**src/rtl/dual_debounce_event_queue_defines.svh**
```systemverilog
// assertion macros for the dual debounce event queue
// expects clk_i and rst_ni in the scope of every use
`ifndef DUAL_DEBOUNCE_EVENT_QUEUE_DEFINES_SVH
`define DUAL_DEBOUNCE_EVENT_QUEUE_DEFINES_SVH

// property checked at every clock edge outside reset
`define DDEQ_ASSERT(lbl, prop, msg) \
  lbl: assert property (@(posedge clk_i) disable iff (!rst_ni) (prop)) else $error(msg);

// condition in one cycle implies a consequence in the next
`define DDEQ_ASSERT_NEXT(lbl, ante, cons, msg) \
  lbl: assert property (@(posedge clk_i) disable iff (!rst_ni) (ante) |=> (cons)) \
    else $error(msg);

`endif

```
**src/rtl/ddeq_pkg.sv**
```systemverilog
// shared types and constants for the dual debounce event queue
// no dependencies
package ddeq_pkg;

  localparam int unsigned QUEUE_DEPTH_DEFAULT = 8;
  localparam int unsigned TIME_W   = 32;
  localparam int unsigned WINDOW_W = 16;

  localparam logic [WINDOW_W-1:0] BUTTON_WINDOW_RST = 16'd40;
  localparam logic [WINDOW_W-1:0] CASE_WINDOW_RST   = 16'd60;

  // register index as decoded from the word address
  localparam logic REG_BUTTON_WINDOW = 1'b0;
  localparam logic REG_CASE_WINDOW   = 1'b1;

  typedef enum logic [1:0] {
    EV_NONE        = 2'd0,
    EV_BUTTON      = 2'd1,
    EV_CASE_CLOSED = 2'd2,
    EV_CASE_OPENED = 2'd3
  } event_kind_e;

  typedef struct packed {
    event_kind_e        kind;
    logic [TIME_W-1:0]  stamp;
    logic               closed;
  } event_t;

  // per-channel debounce status
  typedef struct packed {
    logic fire;     // stable level changes on this poll
    logic level_q;  // stable level before this poll
    logic level_d;  // stable level after this poll
  } deb_status_t;

endpackage

```
**src/rtl/ddeq_debounce.sv**
```systemverilog
// one debounce channel: last raw level, change time and stable level
// depends on ddeq_pkg
module ddeq_debounce (
  input  logic                          clk_i,
  input  logic                          rst_ni,
  input  logic                          step_i,
  input  logic [ddeq_pkg::TIME_W-1:0]   now_i,
  input  logic                          raw_i,
  input  logic [ddeq_pkg::WINDOW_W-1:0] window_i,
  output ddeq_pkg::deb_status_t         status_o
);

  logic                        last_raw_q;
  logic                        stable_q, stable_d;
  logic [ddeq_pkg::TIME_W-1:0] change_time_q, change_time_d;
  logic [ddeq_pkg::TIME_W-1:0] elapsed;
  logic                        fire;

  assign change_time_d = (raw_i != last_raw_q) ? now_i : change_time_q;
  // wrapping difference
  assign elapsed  = now_i - change_time_d;
  assign fire     = (stable_q != raw_i) &&
                    (elapsed >= {{(ddeq_pkg::TIME_W-ddeq_pkg::WINDOW_W){1'b0}}, window_i});
  assign stable_d = fire ? raw_i : stable_q;

  assign status_o.fire    = fire;
  assign status_o.level_q = stable_q;
  assign status_o.level_d = stable_d;

  always_ff @(posedge clk_i or negedge rst_ni) begin
    if (!rst_ni) begin
      last_raw_q    <= 1'b1;
      stable_q      <= 1'b1;
      change_time_q <= '0;
    end else if (step_i) begin
      last_raw_q    <= raw_i;
      stable_q      <= stable_d;
      change_time_q <= change_time_d;
    end
  end

endmodule

```
**src/rtl/dual_debounce_event_queue.sv**
```systemverilog
// top level: poll register, two debounce channels, event queue, result register
// depends on ddeq_pkg, ddeq_debounce and dual_debounce_event_queue_defines.svh
//
//  channel  | direction | handshake              | beat
//  ---------+-----------+------------------------+-------------------------------------
//  poll     | in        | in_valid_i / in_stall_o  | now_ms, btn_level, case_raw
//  event    | out       | out_valid_o/out_stall_i  | event_kind, event_time, event_case_closed
//  config   | in        | psel/penable/pready    | button window (0x0), case window (0x4)
//
// one beat per cycle sustained while out_stall_i is low; a poll is registered in the input register,
// where debounce, enqueue and dequeue are evaluated, then sits in the result register
// the event queue is flip-flops with no clear
// reset empties the queue and sets both channels to level one
// a stall on the event side backs up into in_stall_o once both registers hold beats
`include "dual_debounce_event_queue_defines.svh"

module dual_debounce_event_queue #(
  parameter int unsigned QUEUE_DEPTH = ddeq_pkg::QUEUE_DEPTH_DEFAULT
) (
  input  logic                        clk_i,
  input  logic                        rst_ni,
  // poll channel
  input  logic                        in_valid_i,
  output logic                        in_stall_o,
  input  logic [ddeq_pkg::TIME_W-1:0] now_ms_i,
  input  logic                        btn_level_i,
  input  logic                        case_raw_i,
  // event channel
  output logic                        out_valid_o,
  input  logic                        out_stall_i,
  output logic [1:0]                  event_kind_o,
  output logic [ddeq_pkg::TIME_W-1:0] event_time_o,
  output logic                        event_case_closed_o,
  // configuration
  input  logic                        psel,
  input  logic                        penable,
  input  logic                        pwrite,
  input  logic [2:0]                  paddr,
  input  logic [31:0]                 pwdata,
  output logic [31:0]                 prdata,
  output logic                        pready
);

  localparam int unsigned PTR_W = $clog2(QUEUE_DEPTH);
  localparam int unsigned CNT_W = $clog2(QUEUE_DEPTH + 1);
  localparam logic [PTR_W-1:0] PTR_LAST = PTR_W'(QUEUE_DEPTH - 1);
  localparam logic [CNT_W-1:0] CNT_FULL = CNT_W'(QUEUE_DEPTH);

  function automatic logic [PTR_W-1:0] ptr_inc(input logic [PTR_W-1:0] p);
    ptr_inc = (p == PTR_LAST) ? '0 : p + 1'b1;
  endfunction

  // configuration registers
  logic [ddeq_pkg::WINDOW_W-1:0] button_window_q, case_window_q;
  logic                          cfg_write;

  assign pready    = 1'b1;
  assign cfg_write = psel & penable & pwrite & pready;

  always_ff @(posedge clk_i or negedge rst_ni) begin
    if (!rst_ni) begin
      button_window_q <= ddeq_pkg::BUTTON_WINDOW_RST;
      case_window_q   <= ddeq_pkg::CASE_WINDOW_RST;
    end else if (cfg_write) begin
      unique case (paddr[2])
        ddeq_pkg::REG_BUTTON_WINDOW: button_window_q <= pwdata[ddeq_pkg::WINDOW_W-1:0];
        ddeq_pkg::REG_CASE_WINDOW:   case_window_q   <= pwdata[ddeq_pkg::WINDOW_W-1:0];
        default: ;
      endcase
    end
  end

  always_comb begin
    unique case (paddr[2])
      ddeq_pkg::REG_BUTTON_WINDOW: prdata = {16'b0, button_window_q};
      ddeq_pkg::REG_CASE_WINDOW:   prdata = {16'b0, case_window_q};
      default:                     prdata = '0;
    endcase
  end

  // input register
  logic                        in_valid_q, in_valid_d;
  logic [ddeq_pkg::TIME_W-1:0] now_q;
  logic                        btn_level_q, case_raw_q;
  logic                        in_accept, advance;
  logic                        out_valid_q, out_valid_d;

  assign advance    = in_valid_q & (~out_valid_q | ~out_stall_i);
  assign in_stall_o = in_valid_q & ~advance;
  assign in_accept  = in_valid_i & ~in_stall_o;
  assign in_valid_d = in_accept | (in_valid_q & ~advance);

  always_ff @(posedge clk_i or negedge rst_ni) begin
    if (!rst_ni) begin
      in_valid_q <= 1'b0;
    end else begin
      in_valid_q <= in_valid_d;
    end
  end

  always_ff @(posedge clk_i) begin
    if (in_accept) begin
      now_q       <= now_ms_i;
      btn_level_q <= btn_level_i;
      case_raw_q  <= case_raw_i;
    end
  end

  // debounce channels
  ddeq_pkg::deb_status_t button_st, case_st;

  ddeq_debounce u_button (
    .clk_i    (clk_i),
    .rst_ni   (rst_ni),
    .step_i   (advance),
    .now_i    (now_q),
    .raw_i    (btn_level_q),
    .window_i (button_window_q),
    .status_o (button_st)
  );

  ddeq_debounce u_case (
    .clk_i    (clk_i),
    .rst_ni   (rst_ni),
    .step_i   (advance),
    .now_i    (now_q),
    .raw_i    (case_raw_q),
    .window_i (case_window_q),
    .status_o (case_st)
  );

  // event queue
  ddeq_pkg::event_t  store_q [QUEUE_DEPTH];
  logic [PTR_W-1:0]  rd_ptr_q, rd_ptr_d, wr_ptr_q, wr_ptr_d, wr_ptr_case;
  logic [CNT_W-1:0]  fill_q, fill_d, fill_mid, fill_enq;
  logic              wr_button, wr_case, deq;
  ddeq_pkg::event_t  button_ev, case_ev, result_ev;

  assign button_ev.kind   = ddeq_pkg::EV_BUTTON;
  assign button_ev.stamp  = now_q;
  // case level from before this poll
  assign button_ev.closed = case_st.level_q;

  assign case_ev.kind   = case_st.level_d ? ddeq_pkg::EV_CASE_CLOSED
                                          : ddeq_pkg::EV_CASE_OPENED;
  assign case_ev.stamp  = now_q;
  assign case_ev.closed = case_st.level_d;

  always_comb begin
    wr_button   = button_st.fire & button_st.level_d & (fill_q < CNT_FULL);
    fill_mid    = fill_q + CNT_W'(wr_button);
    wr_case     = case_st.fire & (fill_mid < CNT_FULL);
    fill_enq    = fill_mid + CNT_W'(wr_case);
    wr_ptr_case = wr_button ? ptr_inc(wr_ptr_q) : wr_ptr_q;
    wr_ptr_d    = wr_case ? ptr_inc(wr_ptr_case) : wr_ptr_case;
    deq         = (fill_enq != '0);
    fill_d      = fill_enq - CNT_W'(deq);
    rd_ptr_d    = deq ? ptr_inc(rd_ptr_q) : rd_ptr_q;

    // an empty queue hands over this poll's own first event
    priority if (fill_q != '0) begin
      result_ev = store_q[rd_ptr_q];
    end else if (wr_button) begin
      result_ev = button_ev;
    end else if (wr_case) begin
      result_ev = case_ev;
    end else begin
      result_ev.kind   = ddeq_pkg::EV_NONE;
      result_ev.stamp  = now_q;
      result_ev.closed = case_st.level_d;
    end
  end

  always_ff @(posedge clk_i or negedge rst_ni) begin
    if (!rst_ni) begin
      rd_ptr_q <= '0;
      wr_ptr_q <= '0;
      fill_q   <= '0;
    end else if (advance) begin
      rd_ptr_q <= rd_ptr_d;
      wr_ptr_q <= wr_ptr_d;
      fill_q   <= fill_d;
    end
  end

  always_ff @(posedge clk_i) begin
    if (advance && wr_button) begin
      store_q[wr_ptr_q] <= button_ev;
    end
    if (advance && wr_case) begin
      store_q[wr_ptr_case] <= case_ev;
    end
  end

  // result register
  ddeq_pkg::event_t out_q;

  assign out_valid_d = advance | (out_valid_q & out_stall_i);

  always_ff @(posedge clk_i or negedge rst_ni) begin
    if (!rst_ni) begin
      out_valid_q <= 1'b0;
    end else begin
      out_valid_q <= out_valid_d;
    end
  end

  always_ff @(posedge clk_i) begin
    if (advance) begin
      out_q <= result_ev;
    end
  end

  assign out_valid_o         = out_valid_q;
  assign event_kind_o        = out_q.kind;
  assign event_time_o        = out_q.stamp;
  assign event_case_closed_o = out_q.closed;

  `DDEQ_ASSERT(a_fill_bound, fill_q <= CNT_FULL, "queue fill count beyond depth")
  `DDEQ_ASSERT_NEXT(a_advance_loads, advance, out_valid_q, "advanced beat lost")
  `DDEQ_ASSERT_NEXT(a_empty_stays, (fill_q == '0) && !wr_button && !wr_case,
                    fill_q == '0, "fill count grew without an event")

endmodule
```
**config.mk**
```make
export PLATFORM = sky130hd
export DESIGN_NAME = dual_debounce_event_queue
export DESIGN_NICKNAME = d
export VERILOG_FILES = /design/src/rtl/ddeq_pkg.sv /design/src/rtl/ddeq_debounce.sv /design/src/rtl/dual_debounce_event_queue.sv
export VERILOG_INCLUDE_DIRS = /design/src /design/src/rtl
export SDC_FILE = /design/constraint.sdc
export NUM_CORES = 1
export LEC_CHECK = 0
export BUFFER_PORTS_ARGS = -buffer_cell sky130_fd_sc_hd__buf_4
export CAP_MARGIN = 25
export CORE_ASPECT_RATIO = 0.75
export CORE_UTILIZATION = 45
export CTS_CLUSTER_SIZE = 25
export DETAILED_ROUTE_END_ITERATION = 8
export GPL_TIMING_DRIVEN = 1
export MAX_ROUTING_LAYER = met4
export SYNTH_ARGS = -nofsm -noshare
export SYNTH_HDL_FRONTEND = slang
export SYNTH_SLANG_ARGS = --single-unit
```
**constraint.sdc**
```tcl
create_clock -name clk_i -period 8.8 [get_ports clk_i]
set_clock_uncertainty 0.2 [all_clocks]
set_input_delay 0 -clock clk_i [delete_from_list [all_inputs] [get_ports clk_i]]
set_output_delay 0 -clock clk_i [all_outputs]
set_load 0.02 [all_outputs]
```
### After elaboration in Yosys (flattened, before gate mapping)

Memories as Yosys holds them, arrays and structs flattened.
Cells that the tools add are included.

* logic and storage cells: 83
* memory bits (writable): 280
* bits in registers: 181
* memories: 1
* output and inout port bits: 70
* input bits: 76

* $add $sub $neg: 8
* bitwise logic cells: 17
* muxes and demuxes: 18
* reduce and logical (&&, ||, !) cells: 9
* equality and inequality tests: 7
* $lt $le $gt $ge: 4

Memory list
* store_q: words 8, width 35, read ports 1, clocked after Yosys merged registers in 0, write ports 2, RTL line dual_debounce_event_queue.sv:133 `ddeq_pkg::event_t store_q [QUEUE_DEPTH];`

Operator list (count)
* $mux W35: 3
* $ge A32 B16 Y1: 2
* $mux W32: 2
* $pmux W32 S2: 1
* $sub A32 B32 Y32: 2
* $mux W3: 5
* $add A3 B1 Y3 const B: 3
* $and A1 B1 Y1: 9
* $eq A3 B3 Y1 const B: 3
* $add A4 B1 Y4: 2
* $lt A4 B4 Y1 const B: 2
* $reduce_bool A4 Y1: 2
* $mux W1: 7
* $reduce_and A2 Y1: 3
* $not A1 Y1: 5
* $logic_and A1 B1 Y1: 4
* $ne A1 B1 Y1: 4
* $sub A4 B1 Y4: 1
* $or A1 B1 Y1: 3

### Depth between registers and ports, before layout

Gate-level depths: netlist of run 1.

* depth in word-level cells: 14
* depth in mapped cells: 43
* depth with buffers taken out: 38

### Hierarchy

From an unflattened synthesis of run 1, not the netlist that was laid out.

* cell total of the unflattened synthesis: 2269
* area, all modules: 26304.0 µm²

By module, submodules not included
* dual_debounce_event_queue: cells an instance 1109, times used 1, area an instance 17372.9 µm², seq. area each 11508.5 µm²
* ddeq_debounce: cells an instance 580, times used 2, area an instance 4465.5 µm², seq. area each 853.3 µm²

### Worst setup path before layout of run 1

OpenSTA, ideal clock, no wires.

* kind: reg-to-reg
* start: register btn_level_q
* end: register fill_q[2]
* clock period less this slack: 9.025 ns
* stages on the path, launching flop included: 44
* setup time: 0.129 ns
* path buffers: 5
* data arrival time: 8.696 ns
* required time: 8.471 ns
* setup slack: -0.225 ns
* path through: edfxtp_1 xnor2_1 buf_2 buf_1 buf_1 nand2_1 o21ai_0 ha_1 inv_1 ha_1 a21oi_1 o21ai_0 or3_1 o21ai_0 a221oi_1 ha_1 a21oi_1 nand2_1 (+8 left out) buf_4 inv_4 buf_2 ha_1 nand3_1 xor2_1 o41ai_1 nor2_1 ha_1 ha_1 xor2_1 xor2_1 or4_1 ha_1 ha_1 xor2_1 nand2_1 xnor2_1

* longest elaborated chain between the ends: 14
* elaborated cells on any way between the ends: 15
* classes of those cells: add/sub: 4; order compare: 2; eq/ne: 2; mux: 2; bitwise: 3; reduce/logical: 2

RTL lines
* start: declaration: RTL line dual_debounce_event_queue.sv:84 `logic btn_level_q, case_raw_q;`
* start signal: assignment: RTL line dual_debounce_event_queue.sv:104 `btn_level_q <= btn_level_i;`
* $ne A1 B1 Y1 (*): RTL line ddeq_debounce.sv:19 `assign change_time_d = (raw_i != last_raw_q) ? now_i : change_time_q;`
* $mux W32 (*): RTL line ddeq_debounce.sv:19
* named net u_button.change_time_d, one bit: RTL line ddeq_debounce.sv:15 `logic [ddeq_pkg::TIME_W-1:0] change_time_q, change_time_d;`
* $sub A32 B32 Y32 (*): RTL line ddeq_debounce.sv:21 `assign elapsed = now_i - change_time_d;`
* $ge A32 B16 Y1 (*): RTL line ddeq_debounce.sv:23 `(elapsed >= {{(ddeq_pkg::TIME_W-ddeq_pkg::WINDOW_W){1'b0}}, window_i});`
* $logic_and A1 B1 Y1 (*): RTL line ddeq_debounce.sv:22 `assign fire = (stable_q != raw_i) &&`
* $mux W1: RTL line ddeq_debounce.sv:24 `assign stable_d = fire ? raw_i : stable_q;`
* $and A1 B1 Y1 (*) (2 in a row): RTL line dual_debounce_event_queue.sv:150 `wr_button = button_st.fire & button_st.level_d & (fill_q < CNT_FULL);`
* $add A4 B1 Y4 (*): RTL line dual_debounce_event_queue.sv:151 `fill_mid = fill_q + CNT_W'(wr_button);`
* $lt A4 B4 Y1: RTL line dual_debounce_event_queue.sv:152 `wr_case = case_st.fire & (fill_mid < CNT_FULL);`
* $and A1 B1 Y1: RTL line dual_debounce_event_queue.sv:152
* $add A4 B1 Y4 (*): RTL line dual_debounce_event_queue.sv:153 `fill_enq = fill_mid + CNT_W'(wr_case);`
* $reduce_bool A4 Y1: RTL line dual_debounce_event_queue.sv:156 `deq = (fill_enq != '0);`
* $sub A4 B1 Y4 (*): RTL line dual_debounce_event_queue.sv:157 `fill_d = fill_enq - CNT_W'(deq);`
* end signal: assignment: RTL line dual_debounce_event_queue.sv:182 `fill_q <= fill_d;`
* end: declaration: RTL line dual_debounce_event_queue.sv:135 `logic [CNT_W-1:0] fill_q, fill_d, fill_mid, fill_enq;`

Mark *: on every way through the listed nets, which the timed path passes. The rest lies on a longest branch.
A chain may end at the register's enable or synchronous reset.

### Final worst setup path of run 1

* start: register u_case.last_raw_q
* end: register fill_q[2]

* longest elaborated chain between the ends: 9

RTL lines
* start: declaration: RTL line ddeq_debounce.sv:13 `logic last_raw_q;`
* start signal: assignment: RTL line ddeq_debounce.sv:36 `last_raw_q <= raw_i;`
* $ne A1 B1 Y1 (*): RTL line ddeq_debounce.sv:19
* $mux W32 (*): RTL line ddeq_debounce.sv:19
* $sub A32 B32 Y32 (*): RTL line ddeq_debounce.sv:21
* $ge A32 B16 Y1 (*): RTL line ddeq_debounce.sv:23
* $logic_and A1 B1 Y1 (*): RTL line ddeq_debounce.sv:22
* $and A1 B1 Y1 (*): RTL line dual_debounce_event_queue.sv:152
* $add A4 B1 Y4 (*): RTL line dual_debounce_event_queue.sv:153
* $reduce_bool A4 Y1: RTL line dual_debounce_event_queue.sv:156
* $sub A4 B1 Y4 (*): RTL line dual_debounce_event_queue.sv:157

Mark *: on every way between the ends. The rest lies on a longest branch, timed or not.

==> summary.md, run 1 <==
| Metric | Value |
|---|---|
| Outcome | `complete, no violations` |
| Final #Nets | `2688` |
| Die height | `211 um` |
| Final setup fails | `0` |
| Pre-antenna DRT Iters | `6` |
| Met3 Use GR | `3.47%` |
| Final core occ | `53.8%` |
| CP peak stage delay | `550 ps` |
| Total power | `8.95 mW` |
| Initial antenna violation count | `0` |
| Commonest non-fill, non-tap cells in the layout | `edfxtp_1, and2_1, nand2_1` |
| Multi-input logic area | `12200 um^2` |
| Type of the worst setup path | `flip-flop to flip-flop` |
| CTS buffer count | `49` |
| Root buf cell | `clkbuf_16` |
| Rel. slew slack | `28.0%` |
| First-pass GRT wire length | `109 mm` |
| Synth Flop Type | `edfxtp_1` |
| Bufs and invs on worst path | `2` |
| Fillers | `4960` |
| Slew @ Worst Pin | `1070 ps` |
| Wirelength per Cell | `21.1 um` |
| Final wirelength | `70.3 mm` |
| DIE WIDTH | `281 um` |
| CP delay by family, top | `compound AO/OA/AOI/OAI gates` |
| Vias per cell | `5.61` |
| Largest area contributor in the netlist | `edfxtp_1` |
| Longest Clk Path Bufs | `3` |
| Ant diodes | `0` |
| Mapped Cells | `2314` |
| TritonCTS clock tree | `built` |
| Die Area | `59300 um^2` |
| Final Max Tran Viols | `0` |
| Max-Cap Viols | `0` |
| Critical Path Source | `u_case.last_raw_q` |
| Layout area overhead | `18.0%` |
| Layout cells sized above 1 | `18.1%` |
| Via Count | `18700` |
| EDFF count, synth | `341` |
| Ys async rst share | `24.3%` |
| M1 GR Usage | `36.4%` |
| Crit share post-route | `94.8%` |
| DP Worst Slack | `58.2 ps` |
| First DRT Iteration DRCs | `1437` |
| # rows | `76` |
| Worst EP required | `9070 ps` |
| Fmax | `120 MHz` |
| Grt peak-use layer | `met2` |
| Grt total ovfl | `0` |
| Initial Util | `45.6%` |
| Met2 Resource Use GR | `36.6%` |
| Lkg Pwr | `12.0 nW` |
| GP Congestion | `0.962` |
| Core ar. | `57500 um^2` |
| I/O pins | `146` |
| Synthesized cell area | `26300 um^2` |
| WP data arrival | `8610 ps` |
| Post-DP HPWL | `48.1 mm` |
| Vias in the first global route | `18500` |
| H-Tree Depth | `2` |
| Crit-path max FO | `15` |
| Worst r2r src | `u_case.last_raw_q` |
| Critical-path top delay cell | `dfstp_2` |
| Tmin final | `8340 ps` |
| Pwr per Cell Area | `289 nW/um^2` |
| Largest net degree at the start of global routing | `79` |
| Syn Area/Cell | `11.3 um^2` |
| Final Hold Fails | `0` |
| Reg area | `13200 um^2` |
| CP startpoint kind | `flip-flop` |
| Yosys top cell area share | `39.0%` |
| Antenna viol nets, final | `0` |
| GRT Util Overall | `24.9%` |
| Synth area leaders | `edfxtp_1, dfrtp_1, and2_1` |
| Worst-path clk slew | `60 ps` |
| Hold_sp | `out_stall_i` |
| CTS sink cnt | `461` |
| Netlist cell types | `88` |
| CP Capture Type | `flip-flop` |
| Most used cell, CP | `ha_1` |
| TNS Setup | `0 ps` |
| Synthesis warning total | `0` |
| Commonest non-fill, non-tap cell in the layout | `edfxtp_1` |
| Post-synthesis sequential area ratio | `50.3%` |
| Maximum vdd drop | `0.000170 V` |
| Worst Setup Slack, final | `458 ps` |
| HP Class | `input pin to flip-flop` |
| #FFs+latches synth | `461` |
| Worst-Skew Late Latency | `620 ps` |
| # DRC | `0` |
| Port bufs | `110` |
-- metrics by stage --
step	cell area, um^2	hold slack [ps]	instances
finish	31000	27.5	3335
global route	31000	45.3	3335
CTS	30800	8.68	3322
detailed placement	28100	-20.5	3124
global placement	28100	-22.2	3124
floorplan	26300	-496	2329
-- layer usage --
layer / vias up / share of wire (%)
met2: 508 / 44
met1: 9264 / 48
met4: 0 / 2.0
li1: 8866 / -
met3: 86 / 6.0
met5: - / 0
-- registers in the layout (all words and copies together), names as in the netlist --
| signal | count |
|---|---|
| u_case.last_raw_q | 1 |
| fill_q | 4 |
| store_q | 280 |
| event_case_closed_o | 1 |
| u_button.change_time_q | 32 |
| button_window_q | 16 |
| case_window_q | 16 |
| btn_level_q | 1 |
| event_time_o | 32 |
| out_valid_o | 1 |
| event_kind_o | 2 |
| case_raw_q | 1 |
| u_button.last_raw_q | 1 |
| wr_ptr_q | 3 |
| u_case.change_time_q | 32 |
| rd_ptr_q | 3 |
| u_case.stable_q | 1 |
| u_button.stable_q | 1 |
| in_valid_q | 1 |
| now_q | 32 |
-- worst register-to-register path, delay by kind of cell (launching register included) --
family,cells,cell delay [ps]
fa+ha+maj,6,1470
xor+xnor,6,950
buf+inv,2,440
simple gates,8,1900
mux,1,360
compound gates,8,2360
flops,1,550
-- cell usage after synthesis (6+ instances only) --
cell type,count
a21oi_1,87
nand3b_1,9
a311oi_1,6
or3_1,12
maj3_1,8
buf_4,19
o21a_1,13
edfxtp_1,341
nand2_1,202
dfstp_2,10
a21boi_0,12
and2_1,266
nand3_1,40
buf_1,18
mux2_2,68
nand2b_1,24
o22ai_1,10
a211oi_1,23
nor3_1,25
clkbuf_1,110
dfrtp_1,102
nor3b_1,6
mux2i_1,83
and3_1,9
xor2_1,27
a31oi_1,9
nor2b_1,21
nand4_1,19
xnor2_1,32
mux4_2,70
inv_1,68
nor4_1,7
ha_1,96
a221oi_1,6
a221o_1,7
a2111oi_0,7
o31ai_1,7
o2111ai_1,9
nor2_1,102
o211ai_1,11
a21o_1,16
or2_2,6
o21ai_0,166
dfxtp_1,8
buf_2,25
-- layout make-up --
cell class | instances | share of cell area, %
inverters | 69 | 0.844
clock inverters | 27 | 0.768
well taps | 780 | 3.15
multi-input cells | 1626 | 39.4
repair buffers | 308 | 8.87
clock buffers | 64 | 4.30
flip-flops and latches | 461 | 42.7
-- worst paths after layout --
check | end | slack, ps | cells past startpoint
hold reg to reg | u_case.change_time_q[0] | 280 | 2
setup / recovery | fill_q[2] | 460 | 31
setup reg to reg | fill_q[2] | 460 | 31
max in group asynchronous | rd_ptr_q[0] | 7260 | 4
min in group asynchronous | button_window_q[5] | 390 | 3
hold / removal | out_valid_o | 30 | 4
-- where the power goes --
group | leakage (nW) | total [mW] | switching [mW] | internal (mW)
clock | 0.770 | 2.04 | 0.900 | 1.14
combinational | 6.57 | 3.86 | 2.19 | 1.67
sequential | 4.65 | 3.05 | 0.279 | 2.77
total | 12.0 | 8.95 | 3.37 | 5.58
-- timing repair --
item / CTS / global route
setup buffers: 0 / 5
hold buffers: 107 / 6
hold endpoints to repair: 141 / 10
setup endpoints to repair: 0 / 7
gates resized for setup: 0 / 18
-- cell families after synthesis --
| family | Yosys count | synth area share [%] |
|---|---|---|
| AOI/OAI and AO/OA | 448 | 10.8 |
| muxes | 228 | 12.6 |
| adders and majority gates | 105 | 4.96 |
| and+or+nand+nor | 768 | 15.4 |
| other | 2 | 0.0286 |
| DFF | 461 | 50.3 |
| xor gates and xnor gates | 60 | 2.03 |
| buffers and inverters | 242 | 3.89 |
No activity file was read; power rests on OpenSTA's default activity.
==> run 2: changes to the inputs <==
Settings changed: CORE_MARGIN set to 2.
==> summary.md, run 2 (synthesis gave the netlist of run 1 again) <==
| Metric | Value |
|---|---|
| Crit-path max FO | `21 (+6)` |
| Hold_ws | `66.8 ps (+39.3 ps)` |
| Worst-Skew Late Latency | `590 ps (-30 ps)` |
| Rel. slew slack | `23.5% (-4.5 points)` |
| Critical-path top delay cell | `dfstp_2` |
| Core ar. | `57500 um^2 (unchanged)` |
| Initial antenna violation count | `0 (unchanged)` |
| Fillers | `4925 (-0.71%)` |
| Most used cell, CP | `ha_1` |
| Die Area | `60300 um^2 (+1.7%)` |
| Sw power | `3.36 mW (-0.30%)` |
| I/O pins | `146 (unchanged)` |
| Ant diodes | `0 (unchanged)` |
| First-pass GRT wire length | `111 mm (+1.3%)` |
| Final std cells w/o fill | `3331 (-0.12%)` |
| Slew @ Worst Pin | `1140 ps (+66.9 ps)` |
| HP Class | `input pin to flip-flop` |
| Grt total ovfl | `0 (unchanged)` |
| Pwr per Cell Area | `291 nW/um^2 (+0.72%)` |
| Final #Nets | `2685 (-0.11%)` |
| Bufs and invs on worst path | `3 (+1)` |
| CTS buffer count | `49 (unchanged)` |
| Final core occ | `53.9% (+0.061 points)` |
| Int Pwr | `5.67 mW (+1.5%)` |
| Reg with most FFs | `store_q` |
| Clock group share of total power | `23.4% (+0.6 points)` |
| Total power | `9.03 mW (+0.83%)` |
| Final Max Tran Viols | `0 (unchanged)` |
| Outcome | `complete, no violations` |
| Tmin final | `8430 ps (+92.4 ps)` |
| GRT Util Overall | `24.9% (-0.038 points)` |
| # rows | `76 (unchanged)` |
| CP delay by family, top | `compound AO/OA/AOI/OAI gates` |
| Final wirelength | `71.5 mm (+1.7%)` |
| Seq pwr share | `34.3% (+0.2 points)` |
| Commonest non-fill, non-tap cells in the layout | `edfxtp_1, and2_1, nand2_1` |
| Maximum vdd drop | `0.000187 V (+10%)` |
| WP data arrival | `8690 ps (+80 ps)` |
| Worst EP required | `9060 ps (about the same)` |
| Via Count | `18800 (+0.20%)` |
| Layout area overhead | `18.1%` |
| Die height | `213 um (+0.95%)` |
| H-Tree Depth | `2 (unchanged)` |
| Largest register FFs | `280 (unchanged)` |
| Fmax | `119 MHz (-1.1%)` |
| Layout cells sized above 1 | `17.8% (-0.25 points)` |
| Post-DP HPWL | `48.6 mm (+1.2%)` |
| Antenna viol nets, final | `0 (unchanged)` |
| Vias in the first global route | `18500 (-0.35%)` |
| TritonCTS clock tree | `built` |
| Vias per cell | `5.63 (+0.32%)` |
| Design area | `31000 um^2 (+0.11%)` |
| Placed cell area | `28100 um^2 (about the same)` |
| Worst-path clk slew | `50 ps (about the same)` |
| GP Congestion | `0.943 (-2.0%)` |
| CP Capture Type | `flip-flop` |
| Wirelength per Cell | `21.5 um (+1.8%)` |
| CP peak stage delay | `550 ps (about the same)` |
| Dpl cells | `3123 (-0.032%)` |
| Final Hold Fails | `0 (unchanged)` |
| Max-Cap Viols | `0 (unchanged)` |
| Comb pwr share | `42.3% (-0.8 points)` |
| Worst R2R Setup Slack | `370 ps (-90 ps)` |
| Initial Util | `45.6% (unchanged)` |
| Pre-antenna DRT Iters | `6 (unchanged)` |
| Longest Clk Path Bufs | `3 (unchanged)` |
| Commonest non-fill, non-tap cell in the layout | `edfxtp_1` |
| Largest net degree at the start of global routing | `71 (-10%)` |
| Root buf cell | `clkbuf_16` |
| First DRT Iteration DRCs | `1624 (+13%)` |
| CP startpoint kind | `flip-flop` |
| DIE WIDTH | `283 um (+0.71%)` |
| CTS sink cnt | `461 (unchanged)` |
| # DRC | `0 (unchanged)` |
| Type of the worst setup path | `flip-flop to flip-flop` |
| Final setup fails | `0 (unchanged)` |
| Lkg Pwr | `12.0 nW (about the same)` |
| TNS Setup | `0 ps (unchanged)` |
| Port bufs | `110 (unchanged)` |
| Switching share of power | `37.2% (-0.42 points)` |
| Crit share post-route | `95.8% (+1.1 points)` |
| Worst Setup Slack, final | `365 ps (-92.4 ps)` |
| DP Worst Slack | `-193 ps (-252 ps)` |
run 2: cell types whose count changed in the layout (fill, tap and decap cells not counted), moves of 2 or more:
cell / before / now
inv_6: 2 / 0
clkbuf_8: 5 / 1
clkinv_2: 8 / 4
clkinv_1: 9 / 12
bufinv_16: 2 / 6
clkinvlp_4: 1 / 3
buf_4: 183 / 180
clkinv_4: 2 / 0
run 2: routing by layer:
layer	track usage (%)	part of all wire (%)
met5	-	0
met4	5.38	1.9
met3	3.72	6.1
met2	36.3	43
met1	36.7	49
run 2: final cells by class:
| type | instances | area (um^2) | share of cell area [%] |
|---|---|---|---|
| multi-input cells | 1626 | 12200 | 39.4 |
| clock inverters | 28 | 315 | 1.02 |
| flip-flops and latches | 461 | 13200 | 42.6 |
| repair buffers | 305 | 2720 | 8.78 |
| clock buffers | 62 | 1310 | 4.21 |
| well taps | 780 | 976 | 3.15 |
| inverters | 69 | 262 | 0.843 |
run 2: final timing paths:
path / from / to / cells after the start
worst max-delay path: u_case.last_raw_q / fill_q[2] / 32
worst min-delay path: out_stall_i / out_valid_o / 4
worst max register to register: u_case.last_raw_q / fill_q[2] / 32
worst min register to register: u_case.last_raw_q / u_case.last_raw_q / 2
max in group asynchronous: rst_ni / rd_ptr_q[0] / 4
min in group asynchronous: rst_ni / case_window_q[2] / 3
run 2: repair_timing:
item	in CTS	in global routing
buffers inserted	1	2
resized for setup	2	16
hold buffers	107	6
pin swaps	1	2
setup endpoints to repair	5	7
gates cloned	0	0
endpoints found under the hold margin	140	10
run 2: power groups by stage:
| stage | Combinational [mW] | Sequential, mW | Clock [mW] |
|---|---|---|---|
| global route | 4.19 | 3.15 | 2.25 |
| detailed placement | 3.70 | 3.14 | 0 |
| global placement | 3.67 | 3.13 | 0 |
| floorplan | 2.60 | 3.04 | 0 |
| CTS | 3.76 | 3.10 | 2.16 |
| finish | 3.82 | 3.10 | 2.11 |
run 2: worst reg2reg max path, delay by kind of cell, from the launching register on:
kind                       cells  cell delay (ps)
DFF                            1              550
buffers and inverters          3              810
AOI/OAI and AO/OA              8             2170
xor gates and xnor gates       6              940
and+or+nand+nor                9             2160
adders and majority gates      6             1490
